<file path="src/sv/tkl_pkg.sv">
package tkl_pkg;

  // fixed field widths
  localparam int KEY_W      = 63;
  localparam int TAG_PORT_W = 16;
  localparam int IDX_W      = 6;
  localparam int CNT_PORT_W = 7;

  // parameter defaults
  localparam int DEF_KEEP_COUNT = 10;
  localparam int DEF_TAG_BITS   = 16;

  // item kinds
  localparam logic KIND_INSERT = 1'b0;
  localparam logic KIND_READ   = 1'b1;

  // address bits for a table of the given depth
  function automatic int addr_bits(input int depth);
    addr_bits = (depth > 1) ? $clog2(depth) : 1;
  endfunction

  // sequencer states
  typedef enum logic [3:0] {
    ST_IDLE,
    ST_APPEND,
    ST_ROOT_CMP,
    ST_NODE_RD,
    ST_LEFT_RD,
    ST_RIGHT_RD,
    ST_DECIDE,
    ST_SWAP_WR,
    ST_FIN_RD,
    ST_FIN_OUT,
    ST_READ_OUT
  } tkl_state_t;

  // outcome of one node compare
  typedef struct packed {
    logic swap;
    logic take_right;
  } tkl_pick_t;

endpackage

</file>
<file path="src/sv/tkl_ram.sv">
module tkl_ram #(
  parameter int WIDTH = 8,
  parameter int DEPTH = 16,
  localparam int AW = (DEPTH > 1) ? $clog2(DEPTH) : 1
) (
  input  logic             clk,
  input  logic             we,
  input  logic [AW-1:0]    waddr,
  input  logic [WIDTH-1:0] wdata,
  input  logic [AW-1:0]    raddr,
  output logic [WIDTH-1:0] rdata
);

  logic [WIDTH-1:0] mem [DEPTH];

  // one write port, one registered read port
  always_ff @(posedge clk) begin
    if (we) begin
      mem[waddr] <= wdata;
    end
    rdata <= mem[raddr];
  end

endmodule

</file>
<file path="src/sv/tkl_pick.sv">
module tkl_pick import tkl_pkg::*; (
  input  logic [KEY_W-1:0] node_key,
  input  logic [KEY_W-1:0] left_key,
  input  logic [KEY_W-1:0] right_key,
  input  logic             has_right,
  output tkl_pick_t        pick
);

  logic left_lt;
  logic right_lt_left;
  logic right_lt_node;
  logic right_wins;

  // smallest of node and children, left tested first, strict compares
  assign left_lt       = left_key < node_key;
  assign right_lt_left = right_key < left_key;
  assign right_lt_node = right_key < node_key;
  assign right_wins    = has_right && (left_lt ? right_lt_left : right_lt_node);

  assign pick.swap       = left_lt || right_wins;
  assign pick.take_right = right_wins;

endmodule

</file>
<file path="src/sv/top_k_largest_tracker_unit.sv">
// channel   ports                                        transfer
// input     start, busy, in_kind/new_key/new_tag/read_index   start && !busy
// result    out_strobe, out_entry_valid/key/tag/count     out_strobe, one cycle
//
// busy stays high while a read fetches its entry and while an insert walks the
// m = floor(count/2) internal nodes, each read through the single read port of the
// heap memory, compared and, where it swaps, written back. starts wait for idle.
// the result strobe is high in the first cycle with busy low; a new start may be
// taken in that same cycle. reset clears fill count, sequencer and strobe;
// heap contents are not cleared. the receiver cannot stall results.
module top_k_largest_tracker_unit import tkl_pkg::*; #(
  parameter int KEEP_COUNT = DEF_KEEP_COUNT,
  parameter int TAG_BITS   = DEF_TAG_BITS
) (
  input  logic                  clk,
  input  logic                  rst_n,
  input  logic                  start,
  output logic                  busy,
  input  logic                  in_kind,
  input  logic [KEY_W-1:0]      in_new_key,
  input  logic [TAG_PORT_W-1:0] in_new_tag,
  input  logic [IDX_W-1:0]      in_read_index,
  output logic                  out_strobe,
  output logic                  out_entry_valid,
  output logic [KEY_W-1:0]      out_entry_key,
  output logic [TAG_PORT_W-1:0] out_entry_tag,
  output logic [CNT_PORT_W-1:0] out_entry_count
);

  localparam int ADDR_W = addr_bits(KEEP_COUNT);
  localparam int IW     = ADDR_W + 1;
  localparam int CNT_W  = $clog2(KEEP_COUNT + 1);
  localparam int DW     = KEY_W + TAG_BITS;

  tkl_state_t state_r, state_nxt;
  logic [CNT_W-1:0]  fill_r, fill_nxt;
  logic [ADDR_W-1:0] node_r, node_nxt;
  logic [ADDR_W-1:0] best_idx_r, best_idx_nxt;
  logic [DW-1:0]     new_data_r, new_data_nxt;
  logic [DW-1:0]     node_data_r, node_data_nxt;
  logic [DW-1:0]     left_data_r, left_data_nxt;
  logic              hit_r, hit_nxt;

  logic                  out_strobe_r, out_strobe_nxt;
  logic                  out_valid_r, out_valid_nxt;
  logic [KEY_W-1:0]      out_key_r, out_key_nxt;
  logic [TAG_PORT_W-1:0] out_tag_r, out_tag_nxt;
  logic [CNT_PORT_W-1:0] out_count_r, out_count_nxt;

  logic              we;
  logic [ADDR_W-1:0] waddr;
  logic [DW-1:0]     wdata;
  logic [ADDR_W-1:0] raddr;
  logic [DW-1:0]     rdata;

  logic              accept;
  logic              full;
  logic              read_hit;
  logic [ADDR_W-1:0] cur_idx;
  logic [IW-1:0]     left_idx;
  logic [IW-1:0]     right_idx;
  logic              has_right;
  tkl_pick_t         pick;

  // heap storage, key above tag
  tkl_ram #(
    .WIDTH (DW),
    .DEPTH (KEEP_COUNT)
  ) u_heap (
    .clk   (clk),
    .we    (we),
    .waddr (waddr),
    .wdata (wdata),
    .raddr (raddr),
    .rdata (rdata)
  );

  // node compare
  tkl_pick u_pick (
    .node_key  (node_data_r[TAG_BITS +: KEY_W]),
    .left_key  (left_data_r[TAG_BITS +: KEY_W]),
    .right_key (rdata[TAG_BITS +: KEY_W]),
    .has_right (has_right),
    .pick      (pick)
  );

  // index arithmetic for the node under work
  assign accept    = start && !busy;
  assign full      = fill_r == CNT_W'(KEEP_COUNT);
  assign read_hit  = {1'b0, in_read_index} < CNT_PORT_W'(fill_r);
  assign cur_idx   = node_r - ADDR_W'(1);
  assign left_idx  = {cur_idx, 1'b1};
  assign right_idx = left_idx + IW'(1);
  assign has_right = right_idx < IW'(fill_r);
  assign busy      = state_r != ST_IDLE;

  // sequencer state and payload registers
  always_ff @(posedge clk) begin
    if (!rst_n) begin
      state_r      <= ST_IDLE;
      fill_r       <= '0;
      out_strobe_r <= 1'b0;
    end else begin
      state_r      <= state_nxt;
      fill_r       <= fill_nxt;
      out_strobe_r <= out_strobe_nxt;
    end
  end

  always_ff @(posedge clk) begin
    node_r      <= node_nxt;
    best_idx_r  <= best_idx_nxt;
    new_data_r  <= new_data_nxt;
    node_data_r <= node_data_nxt;
    left_data_r <= left_data_nxt;
    hit_r       <= hit_nxt;
    out_valid_r <= out_valid_nxt;
    out_key_r   <= out_key_nxt;
    out_tag_r   <= out_tag_nxt;
    out_count_r <= out_count_nxt;
  end

  // next state, memory ports and result
  always_comb begin
    state_nxt      = state_r;
    fill_nxt       = fill_r;
    node_nxt       = node_r;
    best_idx_nxt   = best_idx_r;
    new_data_nxt   = new_data_r;
    node_data_nxt  = node_data_r;
    left_data_nxt  = left_data_r;
    hit_nxt        = hit_r;
    out_strobe_nxt = 1'b0;
    out_valid_nxt  = out_valid_r;
    out_key_nxt    = out_key_r;
    out_tag_nxt    = out_tag_r;
    out_count_nxt  = out_count_r;
    we             = 1'b0;
    waddr          = '0;
    wdata          = new_data_r;
    raddr          = '0;

    case (state_r)
      ST_IDLE: begin
        raddr = (in_kind == KIND_READ) ? in_read_index[ADDR_W-1:0] : '0;
        if (accept) begin
          new_data_nxt = {in_new_key, TAG_BITS'(in_new_tag)};
          hit_nxt      = read_hit;
          if (in_kind == KIND_READ) begin
            state_nxt = ST_READ_OUT;
          end else if (full) begin
            state_nxt = ST_ROOT_CMP;
          end else begin
            state_nxt = ST_APPEND;
          end
        end
      end
      ST_APPEND: begin
        we        = 1'b1;
        waddr     = ADDR_W'(fill_r);
        fill_nxt  = fill_r + CNT_W'(1);
        node_nxt  = ADDR_W'(({1'b0, fill_r} + (CNT_W + 1)'(1)) >> 1);
        state_nxt = (node_nxt != '0) ? ST_NODE_RD : ST_FIN_RD;
      end
      ST_ROOT_CMP: begin
        // root replaced only by a strictly greater key
        we        = new_data_r[TAG_BITS +: KEY_W] > rdata[TAG_BITS +: KEY_W];
        waddr     = '0;
        node_nxt  = ADDR_W'(fill_r >> 1);
        state_nxt = (node_nxt != '0) ? ST_NODE_RD : ST_FIN_RD;
      end
      ST_NODE_RD: begin
        raddr     = cur_idx;
        state_nxt = ST_LEFT_RD;
      end
      ST_LEFT_RD: begin
        raddr         = left_idx[ADDR_W-1:0];
        node_data_nxt = rdata;
        state_nxt     = ST_RIGHT_RD;
      end
      ST_RIGHT_RD: begin
        raddr         = has_right ? right_idx[ADDR_W-1:0] : left_idx[ADDR_W-1:0];
        left_data_nxt = rdata;
        state_nxt     = ST_DECIDE;
      end
      ST_DECIDE: begin
        // smaller child moves up, node goes down next cycle
        we           = pick.swap;
        waddr        = cur_idx;
        wdata        = pick.take_right ? rdata : left_data_r;
        best_idx_nxt = pick.take_right ? right_idx[ADDR_W-1:0] : left_idx[ADDR_W-1:0];
        if (pick.swap) begin
          state_nxt = ST_SWAP_WR;
        end else begin
          node_nxt  = node_r - ADDR_W'(1);
          state_nxt = (node_r == ADDR_W'(1)) ? ST_FIN_RD : ST_NODE_RD;
        end
      end
      ST_SWAP_WR: begin
        we        = 1'b1;
        waddr     = best_idx_r;
        wdata     = node_data_r;
        node_nxt  = node_r - ADDR_W'(1);
        state_nxt = (node_r == ADDR_W'(1)) ? ST_FIN_RD : ST_NODE_RD;
      end
      ST_FIN_RD: begin
        raddr     = '0;
        state_nxt = ST_FIN_OUT;
      end
      ST_FIN_OUT: begin
        out_strobe_nxt = 1'b1;
        out_valid_nxt  = 1'b1;
        out_key_nxt    = rdata[TAG_BITS +: KEY_W];
        out_tag_nxt    = TAG_PORT_W'(rdata[TAG_BITS-1:0]);
        out_count_nxt  = CNT_PORT_W'(fill_r);
        state_nxt      = ST_IDLE;
      end
      ST_READ_OUT: begin
        // entries at or above the fill count read as zero
        out_strobe_nxt = 1'b1;
        out_valid_nxt  = hit_r;
        out_key_nxt    = hit_r ? rdata[TAG_BITS +: KEY_W] : '0;
        out_tag_nxt    = hit_r ? TAG_PORT_W'(rdata[TAG_BITS-1:0]) : '0;
        out_count_nxt  = CNT_PORT_W'(fill_r);
        state_nxt      = ST_IDLE;
      end
      default: begin
        state_nxt = ST_IDLE;
      end
    endcase
  end

  // result ports
  assign out_strobe      = out_strobe_r;
  assign out_entry_valid = out_valid_r;
  assign out_entry_key   = out_key_r;
  assign out_entry_tag   = out_tag_r;
  assign out_entry_count = out_count_r;

endmodule

</file>
<file path="config.mk">
export PLATFORM = sky130hd
export DESIGN_NAME = top_k_largest_tracker_unit
export DESIGN_NICKNAME = d
export VERILOG_FILES = /design/src/sv/tkl_pkg.sv /design/src/sv/tkl_ram.sv /design/src/sv/tkl_pick.sv /design/src/sv/top_k_largest_tracker_unit.sv
export SDC_FILE = /design/constraint.sdc
export NUM_CORES = 2
export LEC_CHECK = 0
export BUFFER_PORTS_ARGS = -buffer_cell sky130_fd_sc_hd__buf_2
export CORE_MARGIN = 2
export CORE_UTILIZATION = 55
export DETAILED_ROUTE_END_ITERATION = 6
export PLACE_DENSITY = 0.77
export SLEW_MARGIN = 20
export SYNTH_ARGS = -nofsm -noshare
export SYNTH_HDL_FRONTEND = slang
export SYNTH_SLANG_ARGS = --single-unit
</file>
<file path="constraint.sdc">
create_clock -name clk -period 20.5 [get_ports clk]
set_input_delay 3.075 -clock clk [delete_from_list [all_inputs] [get_ports clk]]
set_output_delay 3.075 -clock clk [all_outputs]
set_load 0.005 [all_outputs]
</file>
==> flow_summary.json <==
{
  "status": "finished, violations left",
  "failed_checks": "DRC",
  "clock-root-buffer": "clkbuf_16",
  "syn_inst": 4147,
  "hp-class": "reg2reg",
  "routabilityCongestion": 0.878,
  "num_vias": 35037,
  "yosysMostFrequentCell": "edfxtp_1",
  "powerDensity_nw_per_um2": 128,
  "avgSynthCellArea_um2": 12.7,
  "slew_headroom": 0.225,
  "crit_path_end_kind": "flop",
  "dp_hpwl_um": 77500,
  "clk_latency_ps": 730,
  "period_minus_slack_ps": 7150,
  "first_pass_iters": 7,
  "port_buffers": 174,
  "min_from": "u_heap.rdata[1]$_DFF_P_",
  "holdBufCountCts": 0,
  "whs_ps": 520,
  "drt_iter0_drc": 4431,
  "grt_use_met1": 0.370,
  "synth-edff-count": 1120,
  "crit_fanout": 56,
  "area_delta_synth_final_pct": 11.5,
  "crit_chain": "inv_1 > ha_1 > nand4_1 > nor4_1 > nand2_1 > or3_1 > nor3b_1 > o41a_1 > a2111oi_2 > buf_4 > nor4b_2 > buf_4 > buf_4",
  "grt_pass1_wl_um": 201000,
  "yosys_warnings": 0,
  "reg2reg_from": "u_heap.rdata[74]$_DFF_P_",
  "clockBufferDepth": 3,
  "start_util": 0.554,
  "hold_viol_final": 0,
  "fin_cells": 5615,
  "finalSetupTns_ps": 0,
  "postCtsResizedCells": 0,
  "grt_pass1_vias": 34012,
  "p_leak_nw": 22.1,
  "yosysSeqAreaShare": 0.674,
  "dp_slack_ps": 13020,
  "grt_usage": 0.269,
  "synth_top_cell_by_area": "edfxtp_1",
  "viasPerCell": 6.24,
  "drv_cap": 0,
  "worst_slew_pin_slew_ps": 1160,
  "drt_wl_total_um": 134000,
  "grt_start_max_net_pins": 257,
  "cp.required_ps": 20810,
  "worst_setup_path_start_kind": "flop",
  "vdd_drop_max_mv": 0.0939,
  "reg2reg_slack_ps": 13350,
  "htree_levels": 3,
  "synthArstFlopShare": 0,
  "detail-route-antenna-nets": 0,
  "cts_setup_buffers": 0,
  "ys.flop_type": "edfxtp_1",
  "worst_slack_ps": 13350,
  "busiest_layer": "met2",
  "synth.distinct_cells": 66,
  "grt-ovfl-total": 0,
  "rsz0062_at_grt": "false",
  "cts_tree": "built",
  "ios": 178,
  "antenna_found_initial": 3,
  "worstSetupPathType": "reg2reg",
  "period_share": 0.349,
  "fillers": 6972,
  "drive_above_1_share": 0.102,
  "grt_use_met2": 0.431,
  "clkTransAtPathRegs_ps": 60,
  "cpMostUsedCell": "buf_4",
  "synthTopCellsByCount": "edfxtp_1 (1120), nand2_1 (633), and3_1 (346), a21oi_1 (332), ha_1 (259)",
  "grt_use_met3": 0.0491,
  "syn_area_um2": 52500,
  "worst-path-buf-inv": 4,
  "crit_slowest_cell": "nor4_1",
  "clock.fmax_mhz": 140,
  "wl_per_cell_um": 23.9,
  "setup_viol": 0,
  "critPathTopFamily": "simple AND/OR/NAND/NOR gates",
  "rows": 113,
  "clock-sinks": 1208,
  "dpl.cell_count": 5388,
  "cts-buffers-inserted": 118,
  "holdPathEnd": "left_data_r[1]$_DFFE_PP_",
  "slew_violations": 0,
  "r2r_cells": 13,
  "max_stage_delay_ps": 1080,
  "ys_ff_latch": 1208,
  "final_nets": 4592,
  "yosysTopAreaCellShare": 0.640,
  "dieArea_um2": 98000,
  "die_y_um": 313,
  "skew_ps": 38.9,
  "reg2reg_to": "u_heap.mem[2][23]$_DFFE_PP_",
  "netlist_top_cells_area": "edfxtp_1 (64%), ha_1 (6.2%), nand2_1 (4.5%), and3_1 (4.1%), dfxtp_1 (3.4%)",
  "drc": 1,
  "die_x_um": 313,
  "critPathArrivalTime_ps": 7460,
  "core_area_um2": 94900,
  "worstHoldPathCells": 0
}
-- worst max-delay path by stage --
stage / start / endpoint / slack, ps / cells after the start
6_report: u_heap.rdata[74]$_DFF_P_ / u_heap.mem[2][23]$_DFFE_PP_ / 13350 / 13
5_1_grt: u_heap.rdata[74]$_DFF_P_ / u_heap.mem[3][23]$_DFFE_PP_ / 13220 / 13
4_1_cts: u_heap.rdata[74]$_DFF_P_ / u_heap.mem[3][23]$_DFFE_PP_ / 13380 / 13
3_5_place_dp: in_kind / u_heap.rdata[26]$_DFF_P_ / 13020 / 12
3_3_place_gp: in_kind / u_heap.rdata[24]$_DFF_P_ / 13140 / 12
2_1_floorplan: node_r[0]$_DFFE_PP_ / u_heap.mem[3][0]$_DFFE_PP_ / 9060 / 12
-- stage by stage --
stage | power, mW | utilization | area (µm²)
after floorplan | 4.61 | - | 52500
after global routing | 7.86 | 0.617 | 58600
after detailed placement | 5.30 | 0.575 | 54600
after global placement | 5.23 | 0.575 | 54600
after CTS | 7.51 | 0.617 | 58600
final | 7.52 | 0.617 | 58600
-- logic make-up after synthesis --
kind of cell	synth area share
adder cells (fa/ha/maj)	0.0617
AND/OR/NAND/NOR	0.138
flip-flops	0.674
buffers and inverters	0.0343
XOR/XNOR	0.00133
AO/OA/AOI/OAI	0.0908
multiplexers	0.000381
other	0.0000714
-- placed cells by master, fill, tap and decap left out, types with 120 or more instances in the layout --
| cell type | instances |
|---|---|
| edfxtp_1 | 1120 |
| nand2_1 | 632 |
| and3_1 | 345 |
| a21oi_1 | 331 |
| ha_1 | 259 |
| inv_1 | 200 |
| buf_2 | 174 |
| nor4_1 | 166 |
| o211ai_1 | 162 |
| clkbuf_16 | 120 |
-- registers in the layout, indices dropped and copies added (netlist names), 16 cells and up --
register       flops
u_heap.rdata      79
node_data_r       79
new_data_r        79
out_entry_tag     16
u_heap.mem       790
left_data_r       79
out_entry_key     63
-- area by class of cell --
cell class,count,area (µm²),area share
diodes,1,2.50,0.0000427
clock buffers,160,3200,0.0547
clock inverters,65,779,0.0133
inverters,202,758,0.0129
multi-input cells,2484,15500,0.265
flip-flops and latches,1208,35400,0.604
well taps,1265,1580,0.0270
repair buffers,230,1330,0.0227
-- per-layer routing --
metal,vias to the layer above,routed length [µm],part of all wire
met2,1937,63200,0.47
met5,-,0,0
li1,15811,-,-
met4,0,4240,0.032
met3,258,14400,0.11
met1,17031,52300,0.39
-- worst register-to-register path: stages (launching register included) --
cell,delay [ps]
dfxtp_1,540
inv_1,180
ha_1,340
nand4_1,360
nor4_1,1080
nand2_1,290
or3_1,570
nor3b_1,420
o41a_1,400
a2111oi_2,70
buf_4,230
nor4b_2,860
buf_4,480
buf_4,910
-- power by group --
part	switching [mW]	total [mW]	leakage [nW]	internal (mW)
Sequential	0.260	3.41	10.9	3.15
Combinational	1.31	1.90	9.26	0.596
Clock	0.923	2.21	1.94	1.29
Total	2.49	7.52	22.1	5.03
Power figures use the tool's default switching activity.
